File: src/rtl/biq_pkg.sv
`timescale 1ns / 1ps
// ----------------------------------------------------------------------------
// Biquad low-pass package
// Widths, register indexes and the configuration bundle shared by the
// biquad filter modules.
// ----------------------------------------------------------------------------
package biq_pkg;

   localparam int SAMPLE_WIDTH = 16;
   localparam int COEF_WIDTH   = 20;
   localparam int COEF_FRAC    = 16;
   localparam int WARMUP_WIDTH = 8;
   localparam int CSR_INDEX_WIDTH = 3;

   localparam int PROD_WIDTH = COEF_WIDTH + SAMPLE_WIDTH;
   // Five products, one of them possibly negated at its minimum, need three extra bits.
   localparam int ACC_WIDTH  = PROD_WIDTH + 3;
   localparam int RND_WIDTH  = ACC_WIDTH - COEF_FRAC;

   localparam logic [COEF_WIDTH-1:0]   COEF_B0_RESET = COEF_WIDTH'(65536);
   localparam logic [WARMUP_WIDTH-1:0] WARMUP_RESET  = WARMUP_WIDTH'(100);

   localparam logic [CSR_INDEX_WIDTH-1:0] CSR_COEF_B0        = 3'd0;
   localparam logic [CSR_INDEX_WIDTH-1:0] CSR_COEF_B1        = 3'd1;
   localparam logic [CSR_INDEX_WIDTH-1:0] CSR_COEF_B2        = 3'd2;
   localparam logic [CSR_INDEX_WIDTH-1:0] CSR_COEF_A1        = 3'd3;
   localparam logic [CSR_INDEX_WIDTH-1:0] CSR_COEF_A2        = 3'd4;
   localparam logic [CSR_INDEX_WIDTH-1:0] CSR_WARMUP_SAMPLES = 3'd5;

   typedef struct packed {
      logic signed [COEF_WIDTH-1:0] b0;
      logic signed [COEF_WIDTH-1:0] b1;
      logic signed [COEF_WIDTH-1:0] b2;
      logic signed [COEF_WIDTH-1:0] a1;
      logic signed [COEF_WIDTH-1:0] a2;
      logic [WARMUP_WIDTH-1:0]      warmup_samples;
   } cfg_type;

endpackage

File: src/rtl/biq_csr.sv
`timescale 1ns / 1ps
// ----------------------------------------------------------------------------
// Biquad configuration registers
// Holds the five coefficients and the warm-up length written over the
// configuration port.
// ----------------------------------------------------------------------------
module biq_csr (
   input  logic                                  clock,
   input  logic                                  reset,
   input  logic                                  csr_write_en,
   input  logic [biq_pkg::CSR_INDEX_WIDTH-1:0]   csr_index,
   input  logic [biq_pkg::COEF_WIDTH-1:0]        csr_wdata,
   output biq_pkg::cfg_type                      cfg
);
   import biq_pkg::*;

   cfg_type cfg_ff;
   cfg_type cfg_in;

   always_comb begin
      cfg_in = cfg_ff;
      if (csr_write_en) begin
         case (csr_index)
            CSR_COEF_B0:        cfg_in.b0 = csr_wdata;
            CSR_COEF_B1:        cfg_in.b1 = csr_wdata;
            CSR_COEF_B2:        cfg_in.b2 = csr_wdata;
            CSR_COEF_A1:        cfg_in.a1 = csr_wdata;
            CSR_COEF_A2:        cfg_in.a2 = csr_wdata;
            CSR_WARMUP_SAMPLES: cfg_in.warmup_samples = csr_wdata[WARMUP_WIDTH-1:0];
            default:            cfg_in = cfg_ff;
         endcase
      end
   end

   always_ff @(posedge clock) begin
      if (reset) begin
         cfg_ff.b0             <= COEF_B0_RESET;
         cfg_ff.b1             <= '0;
         cfg_ff.b2             <= '0;
         cfg_ff.a1             <= '0;
         cfg_ff.a2             <= '0;
         cfg_ff.warmup_samples <= WARMUP_RESET;
      end else begin
         cfg_ff <= cfg_in;
      end
   end

   assign cfg = cfg_ff;

endmodule

File: config.mk
export PLATFORM = sky130hd
export DESIGN_NAME = biq_csr
export DESIGN_NICKNAME = d
export VERILOG_FILES = /design/src/rtl/biq_pkg.sv /design/src/rtl/biq_csr.sv
export SDC_FILE = /design/constraint.sdc
export NUM_CORES = 1
export LEC_CHECK = 0
export BUFFER_PORTS_ARGS = -buffer_cell sky130_fd_sc_hd__buf_2
export CAP_MARGIN = 15
export CORE_ASPECT_RATIO = 0.7
export CORE_MARGIN = 5
export CORE_UTILIZATION = 49
export DETAILED_ROUTE_END_ITERATION = 6
export GPL_TIMING_DRIVEN = 0
export PLACE_DENSITY = 0.81
export SLEW_MARGIN = 40
export SYNTH_ARGS = -nofsm -noshare
export SYNTH_HDL_FRONTEND = slang
export SYNTH_SLANG_ARGS = --single-unit
export TNS_END_PERCENT = 10
File: constraint.sdc
create_clock -name clock -period 2.5 [get_ports clock]
set_input_delay 0.375 -clock clock [delete_from_list [all_inputs] [get_ports clock]]
set_output_delay 0.375 -clock clock [all_outputs]
set_load 0.05 [all_outputs]
==> flow_summary.html, run 1 <==
<table>
<tr><th>Metric</th><th>Value</th></tr>
<tr><th colspan="2">Run status</th></tr>
<tr><td>Run status</td><td>finished clean</td></tr>
<tr><th colspan="2">Pwr</th></tr>
<tr><td>Maximum VDD drop</td><td>0.444 mV</td></tr>
<tr><td>Power Density</td><td>694 nW/µm²</td></tr>
<tr><td>Total leakage power</td><td>2.85 nW</td></tr>
<tr><th colspan="2">Place</th></tr>
<tr><td>Total placed cells including tap cells</td><td>633</td></tr>
<tr><td>Half-perimeter wire length of the detailed placement result</td><td>8.33 mm</td></tr>
<tr><td>Routability cong.</td><td>0.795</td></tr>
<tr><td>Number of port buffers</td><td>132</td></tr>
<tr><td>Dpl ws</td><td>0.956 ns</td></tr>
<tr><th colspan="2">Routing</th></tr>
<tr><td>Avg WL per Cell</td><td>17.2 µm</td></tr>
<tr><td>Post-DRT Antenna Nets</td><td>0</td></tr>
<tr><td>Routed vias</td><td>3235</td></tr>
<tr><td>Number of violations reported at the end of detailed-routing iteration 0</td><td>205</td></tr>
<tr><td>Number of iterations in the first detailed-routing pass</td><td>4</td></tr>
<tr><td>DR DRC count</td><td>0</td></tr>
<tr><td>Final wirelength</td><td>11.2 mm</td></tr>
<tr><td>Via density per instance</td><td>4.98</td></tr>
<tr><th colspan="2">Synth</th></tr>
<tr><td>Unique masters post-synth</td><td>12</td></tr>
<tr><td>Net count after synthesis</td><td>407</td></tr>
<tr><td>Sequential fraction of the synthesis area</td><td>0.509</td></tr>
<tr><td>Main area contributors after synthesis</td><td>sky130_fd_sc_hd__dfxtp_1 (51%), sky130_fd_sc_hd__mux2i_1 (25%), sky130_fd_sc_hd__nand2b_1 (18%)</td></tr>
<tr><td>Synth Cell Area</td><td>4250 µm²</td></tr>
<tr><td>Post-synthesis cell type with the largest combined area</td><td>sky130_fd_sc_hd__dfxtp_1</td></tr>
<tr><td>Post-synth top area share</td><td>0.509</td></tr>
<tr><td>Post-Syn Instances</td><td>381</td></tr>
<tr><td>Warnings, synthesis</td><td>0</td></tr>
<tr><td>Syn_area_per_cell</td><td>11.2 µm²</td></tr>
<tr><td>Count of state elements after synthesis</td><td>108</td></tr>
<tr><th colspan="2">Critical path</th></tr>
<tr><td>CP cell instances</td><td>buf_2</td></tr>
<tr><td>CP Depth</td><td>1</td></tr>
<tr><td>Type of origin of the critical path</td><td>register</td></tr>
<tr><td>Worst setup slack for register-to-register paths</td><td>1.80 ns</td></tr>
<tr><td>Highest net fanout along the worst path</td><td>2</td></tr>
<tr><td>Reg2Reg Launch Point</td><td>cfg[5]</td></tr>
<tr><td>Critical-path top delay cell</td><td>sky130_fd_sc_hd__dfxtp_1</td></tr>
<tr><td>Startpoint of the most critical setup path</td><td>cfg[64]</td></tr>
<tr><td>RR Endpoint</td><td>cfg[5]</td></tr>
<tr><td>Category of the critical setup timing path</td><td>reg -&gt; out</td></tr>
<tr><td>Endpoint required time on the critical path</td><td>2.12 ns</td></tr>
<tr><td>Arrival time reported for the critical path endpoint</td><td>1.01 ns</td></tr>
<tr><td>Dominant delay contributor by cell family on the critical path</td><td>flip-flops</td></tr>
<tr><td>Worst setup EP type</td><td>output port</td></tr>
<tr><td>Critical path endpoint</td><td>cfg[64]</td></tr>
<tr><td>Max stage delay on crit path</td><td>0.38 ns</td></tr>
<tr><td>Count of cells along the worst register-to-register path</td><td>2</td></tr>
<tr><td>Total buffers and inverters traversed by the critical path</td><td>1</td></tr>
<tr><th colspan="2">Final layout</th></tr>
<tr><td>Final cell count without fillers</td><td>649</td></tr>
<tr><td>Diodes inserted</td><td>0</td></tr>
<tr><td>Net total in the final layout</td><td>550</td></tr>
<tr><td>Max reg flops</td><td>108</td></tr>
<tr><td>Filler Cell Count</td><td>695</td></tr>
<tr><td>Area Growth Syn to Fin</td><td>26.9%</td></tr>
<tr><td>Fraction of the core area covered by cells at the end of the flow</td><td>0.639</td></tr>
<tr><td>Most frequent standard cell in the layout excluding fill and tap cells</td><td>sky130_fd_sc_hd__buf_2</td></tr>
<tr><td>Fraction of layout cells with a size suffix above 1</td><td>0.301</td></tr>
<tr><td>Highest-count cells in the layout ignoring fill and taps</td><td>sky130_fd_sc_hd__buf_2 (142), sky130_fd_sc_hd__nand2b_1 (124), sky130_fd_sc_hd__mux2i_1 (108), sky130_fd_sc_hd__dfxtp_1 (108), sky130_fd_sc_hd__clkbuf_1 (16)</td></tr>
<tr><th colspan="2">Floorplan</th></tr>
<tr><td>Placeable Area</td><td>8440 µm²</td></tr>
<tr><td>Chip height</td><td>87.9 µm</td></tr>
<tr><td>I/O pin cnt</td><td>134</td></tr>
<tr><td>Initial core utilization</td><td>0.503</td></tr>
<tr><td>Full die area</td><td>10700 µm²</td></tr>
<tr><td>Number of core rows</td><td>28</td></tr>
<tr><td>Width of the die</td><td>121 µm</td></tr>
<tr><th colspan="2">STA</th></tr>
<tr><td>Setup clock skew after layout</td><td>0 ns</td></tr>
<tr><td>Fin worst setup slack</td><td>1.12 ns</td></tr>
<tr><td>Hold slack final</td><td>0.319 ns</td></tr>
<tr><td>RSZ-0062 raised after global routing</td><td>no</td></tr>
<tr><td>Final critical path time including I/O delays and setup</td><td>1.38 ns</td></tr>
<tr><td>Rel. slew slack</td><td>0.663</td></tr>
<tr><td>Max-slew violation count</td><td>0</td></tr>
<tr><td>Highest clock rate</td><td>723 MHz</td></tr>
<tr><td>Hold Fails Final Rpt</td><td>0</td></tr>
<tr><td>Final-report setup violation count</td><td>0</td></tr>
<tr><td>Post-route setup TNS</td><td>0 ns</td></tr>
<tr><td>Least-Margin Pin Slew</td><td>0.506 ns</td></tr>
<tr><td>Crit share post-route</td><td>0.553</td></tr>
<tr><th colspan="2">Global route</th></tr>
<tr><td>Antenna violations before repair</td><td>0</td></tr>
<tr><td>Overflow after GRT</td><td>0</td></tr>
<tr><td>Total global routing track utilization</td><td>0.212</td></tr>
<tr><td>Vias in the first global route</td><td>3297</td></tr>
<tr><td>First-pass GRT wire length</td><td>17.4 mm</td></tr>
<tr><td>Pin count of the biggest net entering global routing</td><td>17</td></tr>
<tr><th colspan="2">Min path</th></tr>
<tr><td>Hold/Removal Path Class</td><td>in -&gt; reg</td></tr>
<tr><th colspan="2">Flow run</th></tr>
<tr><td>Max-Cap Viols</td><td>0</td></tr>
<tr><th colspan="2">Clocking</th></tr>
<tr><td>Num CTS Buffers</td><td>9</td></tr>
<tr><td>Clock Tree Buf Depth</td><td>2</td></tr>
<tr><td>Maximum level of the CTS H-tree</td><td>3</td></tr>
<tr><td>Worst-skew pair later-pin latency</td><td>0.34 ns</td></tr>
<tr><td>Clock tree from TritonCTS</td><td>yes</td></tr>
<tr><td>Buffer type at the clock tree root</td><td>sky130_fd_sc_hd__clkbuf_16</td></tr>
<tr><td>Clock Pin Slew Worst Setup and Hold Paths</td><td>0.07 ns</td></tr>
<tr><td>Setup Fix Bufs, Post-CTS</td><td>0</td></tr>
<tr><td>Post-CTS Hold Buffers</td><td>0</td></tr>
<tr><td>Sinks on the clock net</td><td>108</td></tr>
<tr><td>Post-CTS sizing</td><td>0</td></tr>
</table>
## stage by stage
step | total power [mW] | area [µm²]
final | 3.74 | 5390
after global routing | 3.86 | 5390
after CTS | 3.78 | 5390
after detailed placement | 2.20 | 5060
after global placement | 2.19 | 5060
after floorplan | 2.09 | 4250
## area by class of cell
type / instances / area [µm²] / share of cell area
buffer: 25 / 114 / 0.0211
sequential: 108 / 2160 / 0.401
multi-input combinational: 248 / 1970 / 0.366
tap: 120 / 150 / 0.0278
clock inverter: 5 / 100 / 0.0186
clock buffer: 11 / 233 / 0.0432
timing repair buffer: 132 / 661 / 0.123
## logic make-up (layout without fill, tap and decap cells)
family        after synthesis  after routing  share of synthesized area
simple gates              140            140                      0.210
flops                     108            108                      0.509
buf+inv                    25            173                     0.0268
mux                       108            108                      0.254
## tightest hold or removal path, cell delays in order
cell                      delay, ns
sky130_fd_sc_hd__buf_2         0.09
sky130_fd_sc_hd__nor2_1        0.04
sky130_fd_sc_hd__mux2i_1       0.11
## cells in the mapped netlist, drive strengths merged
master,count
clkbuf,14
buf,11
nor4b,1
nand2b,124
or4b,1
mux2i,108
nor2,8
nand4bb,3
nand4b,2
dfxtp,108
and4bb,1
## metal layers
layer | global-route usage | wire length (µm) | up-vias
met4 | 0.0590 | 161 | 0
met5 | 0 | 0 | -
met3 | 0.0684 | 875 | 16
li1 | - | - | 1555
met1 | 0.271 | 5070 | 1555
met2 | 0.347 | 5060 | 109
## worst min-delay path by stage
stage,start,end,slack [ns],cells after the start
after floorplan,csr_wdata[2],cfg[2],0.54,2
after global placement,cfg[88],cfg[88],0.46,2
after detailed placement,cfg[80],cfg[80],0.46,2
after CTS,csr_wdata[6],cfg[6],0.30,3
after global routing,csr_wdata[6],cfg[6],0.31,3
final,csr_wdata[6],cfg[6],0.32,3
## power by group
part           switching, mW  internal [mW]
Combinational          0.260          0.119
Clock                  0.607          0.976
Sequential            0.0212           1.76
No activity file was read; power rests on OpenSTA's default activity.
==> run 2, diff against run 1 <==
--- a/config.mk
+++ b/config.mk
@@ -5,14 +5,15 @@
 export SDC_FILE = /design/constraint.sdc
 export NUM_CORES = 1
 export LEC_CHECK = 0
+export ABC_AREA = 1
 export BUFFER_PORTS_ARGS = -buffer_cell sky130_fd_sc_hd__buf_2
 export CAP_MARGIN = 15
 export CORE_ASPECT_RATIO = 0.7
 export CORE_MARGIN = 5
-export CORE_UTILIZATION = 49
+export CORE_UTILIZATION = 46
 export DETAILED_ROUTE_END_ITERATION = 6
 export GPL_TIMING_DRIVEN = 0
-export PLACE_DENSITY = 0.81
+export PLACE_DENSITY = 0.8
 export SLEW_MARGIN = 40
 export SYNTH_ARGS = -nofsm -noshare
 export SYNTH_HDL_FRONTEND = slang
==> constraint.sdc (replaced) <==
create_clock -name clock -period 1.25 [get_ports clock]
set_input_delay 0.1875 -clock clock [delete_from_list [all_inputs] [get_ports clock]]
set_output_delay 0.1875 -clock clock [all_outputs]
set_load 0.05 [all_outputs]
==> run 2 against run 1 <==
  * Register-to-register slack lost 1.2 ns
  * Worst setup slack worse by 1.1 ns
  * Synthesized area increased by 1.0%
  * Critical endpoint is now cfg[94]
==> flow_summary.html, run 2 <==
<table>
<tr><th>Metric</th><th>Value</th></tr>
<tr><th colspan="2">Final layout</th></tr>
<tr><td>Max reg flops</td><td>108 (unchanged)</td></tr>
<tr><td>Layout Cell Area excl Fill</td><td>5450 µm² (+1.1%)</td></tr>
<tr><td>Area Growth Syn to Fin</td><td>27.0%</td></tr>
<tr><td>Diodes inserted</td><td>0 (unchanged)</td></tr>
<tr><td>Fraction of the core area covered by cells at the end of the flow</td><td>0.601 (-0.0375)</td></tr>
<tr><td>Net total in the final layout</td><td>792 (+44%)</td></tr>
<tr><td>Filler Cell Count</td><td>864 (+24%)</td></tr>
<tr><td>Highest-count cells in the layout ignoring fill and taps</td><td>sky130_fd_sc_hd__nor2_1 (216), sky130_fd_sc_hd__buf_2 (160), sky130_fd_sc_hd__nand2_1 (120)</td></tr>
<tr><td>Fraction of layout cells with a size suffix above 1</td><td>0.238 (-0.0629)</td></tr>
<tr><td>Most frequent standard cell in the layout excluding fill and tap cells</td><td>sky130_fd_sc_hd__nor2_1</td></tr>
<tr><th colspan="2">Critical path</th></tr>
<tr><td>Reg2Reg Launch Point</td><td>cfg[0]</td></tr>
<tr><td>Category of the critical setup timing path</td><td>reg -&gt; out</td></tr>
<tr><td>Total buffers and inverters traversed by the critical path</td><td>1 (unchanged)</td></tr>
<tr><td>Critical-path top delay cell</td><td>sky130_fd_sc_hd__dfxtp_1</td></tr>
<tr><td>Highest net fanout along the worst path</td><td>2 (unchanged)</td></tr>
<tr><td>Count of cells along the worst register-to-register path</td><td>2 (unchanged)</td></tr>
<tr><td>Max stage delay on crit path</td><td>0.38 ns (about the same)</td></tr>
<tr><td>Arrival time reported for the critical path endpoint</td><td>1.01 ns (about the same)</td></tr>
<tr><td>Worst setup slack for register-to-register paths</td><td>0.65 ns (-1.15 ns)</td></tr>
<tr><td>RR Endpoint</td><td>cfg[0]</td></tr>
<tr><td>Endpoint required time on the critical path</td><td>1.06 ns (-1.06 ns)</td></tr>
<tr><td>Worst setup EP type</td><td>output port</td></tr>
<tr><td>CP cell instances</td><td>buf_2</td></tr>
<tr><td>Dominant delay contributor by cell family on the critical path</td><td>flip-flops</td></tr>
<tr><td>Type of origin of the critical path</td><td>register</td></tr>
<tr><th colspan="2">STA</th></tr>
<tr><td>Final-report setup violation count</td><td>0 (unchanged)</td></tr>
<tr><td>Rel. slew slack</td><td>0.613 (-0.0495)</td></tr>
<tr><td>Least-Margin Pin Slew</td><td>0.578 ns (+0.0721 ns)</td></tr>
<tr><td>Hold Fails Final Rpt</td><td>0 (unchanged)</td></tr>
<tr><td>Crit share post-route</td><td>0.955</td></tr>
<tr><td>Highest clock rate</td><td>838 MHz</td></tr>
<tr><td>RSZ-0062 raised after global routing</td><td>no</td></tr>
<tr><td>Final critical path time including I/O delays and setup</td><td>1.19 ns</td></tr>
<tr><td>Setup clock skew after layout</td><td>0 ns (unchanged)</td></tr>
<tr><td>Max-slew violation count</td><td>0 (unchanged)</td></tr>
<tr><th colspan="2">Clocking</th></tr>
<tr><td>Worst-skew pair later-pin latency</td><td>0.34 ns (about the same)</td></tr>
<tr><td>Clock tree from TritonCTS</td><td>yes</td></tr>
<tr><td>Num CTS Buffers</td><td>9 (unchanged)</td></tr>
<tr><td>Clock Pin Slew Worst Setup and Hold Paths</td><td>0.07 ns (about the same)</td></tr>
<tr><td>Post-CTS Hold Buffers</td><td>0 (unchanged)</td></tr>
<tr><td>Post-CTS sizing</td><td>0 (unchanged)</td></tr>
<tr><td>Clock Tree Buf Depth</td><td>2 (unchanged)</td></tr>
<tr><td>Maximum level of the CTS H-tree</td><td>3 (unchanged)</td></tr>
<tr><td>Setup Fix Bufs, Post-CTS</td><td>0 (unchanged)</td></tr>
<tr><td>Sinks on the clock net</td><td>108 (unchanged)</td></tr>
<tr><td>Buffer type at the clock tree root</td><td>sky130_fd_sc_hd__clkbuf_16</td></tr>
<tr><th colspan="2">Synth</th></tr>
<tr><td>Most used flip-flop cell after synthesis</td><td>sky130_fd_sc_hd__dfxtp_1</td></tr>
<tr><td>Syn_area_per_cell</td><td>6.90 µm² (-38%)</td></tr>
<tr><td>Top cell types by occurrence after synthesis</td><td>sky130_fd_sc_hd__nor2_1 (216), sky130_fd_sc_hd__nand2_1 (120), sky130_fd_sc_hd__dfxtp_1 (108), sky130_fd_sc_hd__nand3_1 (108), sky130_fd_sc_hd__buf_2 (27)</td></tr>
<tr><td>Most common cell in the netlist</td><td>sky130_fd_sc_hd__nor2_1</td></tr>
<tr><td>Ys async rst share</td><td>0 (unchanged)</td></tr>
<tr><td>Post-synthesis cell type with the largest combined area</td><td>sky130_fd_sc_hd__dfxtp_1</td></tr>
<tr><td>Post-synth top area share</td><td>0.504 (-0.00519)</td></tr>
<tr><td>Number of enable flip-flop cells after synthesis</td><td>0 (unchanged)</td></tr>
<tr><td>Main area contributors after synthesis</td><td>sky130_fd_sc_hd__dfxtp_1 (50%), sky130_fd_sc_hd__nor2_1 (19%), sky130_fd_sc_hd__nand3_1 (13%)</td></tr>
<tr><td>Sequential fraction of the synthesis area</td><td>0.504 (-0.00519)</td></tr>
<tr><td>Post-Syn Instances</td><td>622 (+63%)</td></tr>
<tr><td>Warnings, synthesis</td><td>0 (unchanged)</td></tr>
<tr><td>Unique masters post-synth</td><td>13 (+1)</td></tr>
<tr><td>Count of state elements after synthesis</td><td>108 (unchanged)</td></tr>
<tr><td>Net count after synthesis</td><td>648 (+59%)</td></tr>
<tr><td>Synth Cell Area</td><td>4290 µm² (+1.0%)</td></tr>
<tr><th colspan="2">Min path</th></tr>
<tr><td>Hold/Removal Path Class</td><td>in -&gt; reg</td></tr>
<tr><td>Hold path start</td><td>csr_wdata[16]</td></tr>
<tr><td>Number of stages on the worst hold path</td><td>3 (unchanged)</td></tr>
<tr><td>Worst-case hold path end point</td><td>cfg[104]</td></tr>
<tr><th colspan="2">Routing</th></tr>
<tr><td>Avg WL per Cell</td><td>13.9 µm (-19%)</td></tr>
<tr><td>Number of violations reported at the end of detailed-routing iteration 0</td><td>394 (+92%)</td></tr>
<tr><td>Routed vias</td><td>4461 (+38%)</td></tr>
<tr><td>Final wirelength</td><td>12.4 mm (+11%)</td></tr>
<tr><td>Number of iterations in the first detailed-routing pass</td><td>5 (+1)</td></tr>
<tr><td>Post-DRT Antenna Nets</td><td>0 (unchanged)</td></tr>
<tr><td>DR DRC count</td><td>0 (unchanged)</td></tr>
<tr><td>Via density per instance</td><td>4.99 (+0.11%)</td></tr>
<tr><th colspan="2">Floorplan</th></tr>
<tr><td>I/O pin cnt</td><td>134 (unchanged)</td></tr>
<tr><td>Chip height</td><td>90.8 µm (+3.3%)</td></tr>
<tr><td>Full die area</td><td>11400 µm² (+6.9%)</td></tr>
<tr><td>Initial core utilization</td><td>0.473 (-0.0300)</td></tr>
<tr><td>Placeable Area</td><td>9070 µm² (+7.4%)</td></tr>
<tr><td>Number of core rows</td><td>29 (+3.6%)</td></tr>
<tr><td>Width of the die</td><td>125 µm (+3.4%)</td></tr>
<tr><th colspan="2">Place</th></tr>
<tr><td>Post-Place Cell Area</td><td>5110 µm² (+1.1%)</td></tr>
<tr><td>Routability cong.</td><td>0.856 (+7.6%)</td></tr>
<tr><td>Number of port buffers</td><td>133 (+0.76%)</td></tr>
<tr><td>Half-perimeter wire length of the detailed placement result</td><td>9.65 mm (+16%)</td></tr>
<tr><th colspan="2">Global route</th></tr>
<tr><td>Antenna violations before repair</td><td>0 (unchanged)</td></tr>
<tr><td>First-pass GRT wire length</td><td>20.8 mm (+19%)</td></tr>
<tr><td>Pin count of the biggest net entering global routing</td><td>17 (unchanged)</td></tr>
<tr><td>Overflow after GRT</td><td>0 (unchanged)</td></tr>
<tr><td>Total global routing track utilization</td><td>0.223 (+0.0111)</td></tr>
<tr><td>Vias in the first global route</td><td>4206 (+28%)</td></tr>
<tr><th colspan="2">Pwr</th></tr>
<tr><td>Power Density</td><td>1470 nW/µm² (+110%)</td></tr>
<tr><td>Maximum VDD drop</td><td>0.989 mV (+120%)</td></tr>
<tr><td>Total leakage power</td><td>2.79 nW (-2.2%)</td></tr>
<tr><th colspan="2">Flow run</th></tr>
<tr><td>Max-Cap Viols</td><td>0 (unchanged)</td></tr>
<tr><th colspan="2">Run status</th></tr>
<tr><td>Run status</td><td>finished clean</td></tr>
</table>
-- run 2: cell count changes after synthesis, sizes merged, moves of 2 or more --
cell	before	now
clkbuf	14	2
nand4b	2	0
nand4bb	3	0
nand2b	124	0
nor2	8	218
nand2	0	120
mux2i	108	0
nand3	0	108
buf	11	39
inv	0	26
-- run 2: kinds of logic (layout without fill, tap and decap cells) --
kind of cell | count (synthesis) | after routing | synth area share
flip-flops | 108 | 108 | 0.504
buffers and inverters | 68 | 216 | 0.0726
AND/OR/NAND/NOR | 446 | 446 | 0.424
-- run 2: report_power, final --
group / internal (mW) / leakage (nW) / switching [mW]
clock: 2.00 / 0.162 / 1.19
combinational: 0.291 / 1.75 / 0.907
sequential: 3.56 / 0.878 / 0.0619
total: 5.85 / 2.79 / 2.16
-- run 2: cell type report --
type | instances | area (µm²) | area share
repair buffers | 133 | 666 | 0.122
inverters | 27 | 101 | 0.0186
plain buffers | 41 | 210 | 0.0385
flip-flops and latches | 108 | 2160 | 0.396
clock inverters | 4 | 97.6 | 0.0179
multi-input cells | 446 | 1820 | 0.334
clock buffers | 11 | 243 | 0.0445
well taps | 124 | 155 | 0.0284
-- run 2: through the flow --
stage	TNS, ns	std cells	power, mW	hold WS (ns)	setup WS (ns)
finish	0	894	8.01	0.0662	0.0565
global route	0	894	8.33	0.0667	0.0344
CTS	0	894	8.06	0.0522	0.0644
detailed placement	0	879	4.89	0.422	0.00992
global placement	-0.0214	879	4.87	0.415	-0.0214
floorplan	0	622	4.57	0.301	0.374
-- run 2: routing by layer --
| layer | share of wire | global-route usage | vias to the layer above | routed length [µm] |
|---|---|---|---|---|
| met4 | 0.0088 | 0.0532 | 0 | 109 |
| met3 | 0.095 | 0.0745 | 12 | 1190 |
| met2 | 0.42 | 0.335 | 177 | 5240 |
| li1 | - | - | 2207 | - |
| met1 | 0.47 | 0.309 | 2065 | 5890 |
| met5 | 0 | 0 | - | 0 |
-- run 2: worst max path at each step --
stage                  from       end  slack (ns)  depth (start not counted)
2_1_floorplan  csr_write_en  cfg[104]        0.37                          6
3_3_place_gp          reset   cfg[87]       -0.02                          5
3_5_place_dp   csr_write_en   cfg[87]        0.01                          7
4_1_cts            cfg[105]  cfg[105]        0.06                          1
5_1_grt             cfg[94]   cfg[94]        0.03                          1
6_report            cfg[94]   cfg[94]        0.06                          1
==> run 3, diff against run 2 <==
--- a/config.mk
+++ b/config.mk
@@ -8,12 +8,14 @@
 export ABC_AREA = 1
 export BUFFER_PORTS_ARGS = -buffer_cell sky130_fd_sc_hd__buf_2
 export CAP_MARGIN = 15
+export CELL_PAD_IN_SITES_DETAIL_PLACEMENT = 2
+export CELL_PAD_IN_SITES_GLOBAL_PLACEMENT = 2
 export CORE_ASPECT_RATIO = 0.7
 export CORE_MARGIN = 5
-export CORE_UTILIZATION = 46
+export CORE_UTILIZATION = 24
 export DETAILED_ROUTE_END_ITERATION = 6
 export GPL_TIMING_DRIVEN = 0
-export PLACE_DENSITY = 0.8
+export PLACE_DENSITY = 0.79
 export SLEW_MARGIN = 40
 export SYNTH_ARGS = -nofsm -noshare
 export SYNTH_HDL_FRONTEND = slang
==> run 3 against run 2 <==
  * Global-route usage decreased by 5.7 points
  * Final cell count increased by 12%
  * Register-to-register slack got worse by 0.04 ns
  * Critical path depth unchanged
  * Critical path type unchanged
  * Clock power decreased by 2%
  * Clock skew unchanged
  * Sequential cell count unchanged
  * Fmax decreased by 0.35%
==> flow_summary.html, run 3 (synthesis results as in run 2) <==
<table>
<tr><th>Metric</th><th>Value</th></tr>
<tr><th colspan="2">Critical path</th></tr>
<tr><td>Arrival time reported for the critical path endpoint</td><td>1.01 ns (about the same)</td></tr>
<tr><td>CP cell instances</td><td>buf_2</td></tr>
<tr><td>Highest net fanout along the worst path</td><td>2 (unchanged)</td></tr>
<tr><td>Reg2Reg Launch Point</td><td>cfg[67]</td></tr>
<tr><td>Type of origin of the critical path</td><td>register</td></tr>
<tr><td>Critical-path top delay cell</td><td>sky130_fd_sc_hd__dfxtp_1</td></tr>
<tr><td>Category of the critical setup timing path</td><td>reg -&gt; out</td></tr>
<tr><td>Dominant delay contributor by cell family on the critical path</td><td>flip-flops</td></tr>
<tr><td>Worst setup slack for register-to-register paths</td><td>0.61 ns (-0.04 ns)</td></tr>
<tr><td>Max stage delay on crit path</td><td>0.38 ns (about the same)</td></tr>
<tr><td>Worst setup EP type</td><td>output port</td></tr>
<tr><td>Total buffers and inverters traversed by the critical path</td><td>1 (unchanged)</td></tr>
<tr><td>RR Endpoint</td><td>cfg[67]</td></tr>
<tr><td>Count of cells along the worst register-to-register path</td><td>2 (unchanged)</td></tr>
<tr><td>Endpoint required time on the critical path</td><td>1.06 ns (about the same)</td></tr>
<tr><th colspan="2">Pwr</th></tr>
<tr><td>Switching pwr</td><td>2.33 mW (+7.7%)</td></tr>
<tr><td>Relative contribution of sequential cells to total power</td><td>0.454 (+0.002)</td></tr>
<tr><td>Power Density</td><td>1440 nW/µm² (-2.3%)</td></tr>
<tr><td>Total leakage power</td><td>2.78 nW (-0.32%)</td></tr>
<tr><td>Internal power</td><td>5.66 mW (-3.3%)</td></tr>
<tr><td>Combinational share of power</td><td>0.156 (+0.007)</td></tr>
<tr><td>Proportion of power drawn by the clock network</td><td>0.391 (-0.008)</td></tr>
<tr><td>Switching power share of the total</td><td>0.291 (+0.0216)</td></tr>
<tr><td>PnR Total Power</td><td>7.99 mW (-0.32%)</td></tr>
<tr><td>Maximum VDD drop</td><td>0.552 mV (-44%)</td></tr>
<tr><th colspan="2">Clocking</th></tr>
<tr><td>Clock Tree Buf Depth</td><td>2 (unchanged)</td></tr>
<tr><td>Buffer type at the clock tree root</td><td>sky130_fd_sc_hd__clkbuf_16</td></tr>
<tr><td>Clock Pin Slew Worst Setup and Hold Paths</td><td>0.07 ns (about the same)</td></tr>
<tr><td>Post-CTS Hold Buffers</td><td>0 (unchanged)</td></tr>
<tr><td>Post-CTS sizing</td><td>0 (unchanged)</td></tr>
<tr><td>Maximum level of the CTS H-tree</td><td>3 (unchanged)</td></tr>
<tr><td>Clock tree from TritonCTS</td><td>yes</td></tr>
<tr><td>Num CTS Buffers</td><td>9 (unchanged)</td></tr>
<tr><td>Sinks on the clock net</td><td>108 (unchanged)</td></tr>
<tr><td>Worst-skew pair later-pin latency</td><td>0.35 ns (about the same)</td></tr>
<tr><td>Setup Fix Bufs, Post-CTS</td><td>0 (unchanged)</td></tr>
<tr><th colspan="2">STA</th></tr>
<tr><td>Max-slew violation count</td><td>0 (unchanged)</td></tr>
<tr><td>Crit share post-route</td><td>0.958 (+0.00336)</td></tr>
<tr><td>Final-report setup violation count</td><td>0 (unchanged)</td></tr>
<tr><td>Hold Fails Final Rpt</td><td>0 (unchanged)</td></tr>
<tr><td>Final critical path time including I/O delays and setup</td><td>1.20 ns (+0.00420 ns)</td></tr>
<tr><td>RSZ-0062 raised after global routing</td><td>no</td></tr>
<tr><td>Setup clock skew after layout</td><td>0 ns (unchanged)</td></tr>
<tr><td>Least-Margin Pin Slew</td><td>0.626 ns (+0.0478 ns)</td></tr>
<tr><td>Rel. slew slack</td><td>0.581 (-0.0320)</td></tr>
<tr><td>Highest clock rate</td><td>835 MHz (-0.35%)</td></tr>
<tr><th colspan="2">Routing</th></tr>
<tr><td>Avg WL per Cell</td><td>16.6 µm (+20%)</td></tr>
<tr><td>Post-DRT Antenna Nets</td><td>0 (unchanged)</td></tr>
<tr><td>DR DRC count</td><td>0 (unchanged)</td></tr>
<tr><td>Via density per instance</td><td>4.42 (-11%)</td></tr>
<tr><td>Number of violations reported at the end of detailed-routing iteration 0</td><td>196 (-50%)</td></tr>
<tr><td>Routed vias</td><td>4429 (-0.72%)</td></tr>
<tr><td>Final wirelength</td><td>16.7 mm (+34%)</td></tr>
<tr><td>Number of iterations in the first detailed-routing pass</td><td>4 (-1)</td></tr>
<tr><th colspan="2">Flow run</th></tr>
<tr><td>Max-Cap Viols</td><td>0 (unchanged)</td></tr>
<tr><th colspan="2">Final layout</th></tr>
<tr><td>Area Growth Syn to Fin</td><td>29.7%</td></tr>
<tr><td>Most frequent standard cell in the layout excluding fill and tap cells</td><td>sky130_fd_sc_hd__nor2_1</td></tr>
<tr><td>Fraction of the core area covered by cells at the end of the flow</td><td>0.321 (-0.281)</td></tr>
<tr><td>Fraction of layout cells with a size suffix above 1</td><td>0.237 (-0.000308)</td></tr>
<tr><td>Final cell count without fillers</td><td>1002 (+12%)</td></tr>
<tr><td>Net total in the final layout</td><td>792 (unchanged)</td></tr>
<tr><td>Highest-count cells in the layout ignoring fill and taps</td><td>sky130_fd_sc_hd__nor2_1 (216), sky130_fd_sc_hd__buf_2 (160), sky130_fd_sc_hd__nand2_1 (120)</td></tr>
<tr><td>Max reg flops</td><td>108 (unchanged)</td></tr>
<tr><td>Diodes inserted</td><td>0 (unchanged)</td></tr>
<tr><th colspan="2">Global route</th></tr>
<tr><td>Vias in the first global route</td><td>4753 (+13%)</td></tr>
<tr><td>Antenna violations before repair</td><td>1 (+1)</td></tr>
<tr><td>Total global routing track utilization</td><td>0.166 (-0.0568)</td></tr>
<tr><td>Pin count of the biggest net entering global routing</td><td>17 (unchanged)</td></tr>
<tr><td>First-pass GRT wire length</td><td>26.8 mm (+29%)</td></tr>
<tr><td>Overflow after GRT</td><td>0 (unchanged)</td></tr>
<tr><th colspan="2">Floorplan</th></tr>
<tr><td>Chip height</td><td>122 µm (+34%)</td></tr>
<tr><td>Initial core utilization</td><td>0.247 (-0.226)</td></tr>
<tr><td>Full die area</td><td>20700 µm² (+82%)</td></tr>
<tr><td>Width of the die</td><td>170 µm (+35%)</td></tr>
<tr><td>Number of core rows</td><td>40 (+38%)</td></tr>
<tr><td>Placeable Area</td><td>17400 µm² (+91%)</td></tr>
<tr><td>I/O pin cnt</td><td>134 (unchanged)</td></tr>
<tr><th colspan="2">Min path</th></tr>
<tr><td>Hold/Removal Path Class</td><td>in -&gt; reg</td></tr>
<tr><td>Hold path start</td><td>csr_wdata[16]</td></tr>
<tr><td>Number of stages on the worst hold path</td><td>3 (unchanged)</td></tr>
<tr><td>Worst-case hold path end point</td><td>cfg[104]</td></tr>
<tr><th colspan="2">Place</th></tr>
<tr><td>Total placed cells including tap cells</td><td>986 (+12%)</td></tr>
<tr><td>Number of port buffers</td><td>133 (unchanged)</td></tr>
<tr><td>Routability cong.</td><td>0.758 (-11%)</td></tr>
<tr><td>Half-perimeter wire length of the detailed placement result</td><td>13.1 mm (+36%)</td></tr>
<tr><th colspan="2">Run status</th></tr>
<tr><td>Run status</td><td>finished clean</td></tr>
</table>
==> run 3: cell count changes in the layout (fill, tap and decap cells not counted) <==
cell and delta:
sky130_fd_sc_hd__clkinv_2 +1, sky130_fd_sc_hd__clkbuf_1 +1, sky130_fd_sc_hd__bufinv_16 -1
==> run 3: metrics by stage <==
stage / worst slack (ns) / hold WS (ns) / setup TNS [ns] / area [µm²]
floorplan: 0.374 / 0.301 / 0 / 4290
global placement: -0.105 / 0.416 / -0.598 / 5250
detailed placement: -0.122 / 0.415 / -3.44 / 5250
CTS: 0.0345 / 0.0355 / 0 / 5570
global route: 0.00802 / 0.0694 / 0 / 5570
finish: 0.0523 / 0.0528 / 0 / 5570
==> run 3: worst max-delay path by stage <==
stage / from / to / slack (ns) / depth (start not counted)
after floorplan: csr_write_en / cfg[104] / 0.37 / 6
after global placement: reset / cfg[87] / -0.10 / 5
after detailed placement: reset / cfg[87] / -0.12 / 5
after CTS: cfg[47] / cfg[47] / 0.03 / 1
after global routing: cfg[67] / cfg[67] / 0.008 / 1
final: cfg[47] / cfg[47] / 0.05 / 1
==> run 3: final cells by class <==
type,count,area (µm²)
timing repair buffer,133,666
tap,231,289
buffer,41,210
clock buffer,12,246
fill,2104,11800
sequential,108,2160
multi-input combinational,446,1820
inverter,27,101
clock inverter,4,72.6
==> run 3: routing by layer <==
metal  wire [µm]  GRT usage
met5           7          0
met4         143     0.0317
met1        8630      0.240
met2        6850      0.248
met3        1040     0.0464
==> run 3: power groups by stage <==
| stage | Combinational (mW) | Clock (mW) | Sequential (mW) |
|---|---|---|---|
| CTS | 1.26 | 3.24 | 3.63 |
| global placement | 1.23 | 0 | 3.70 |
| floorplan | 0.455 | 0 | 4.11 |
| finish | 1.24 | 3.12 | 3.63 |
| global route | 1.36 | 3.34 | 3.64 |
| detailed placement | 1.26 | 0 | 3.71 |
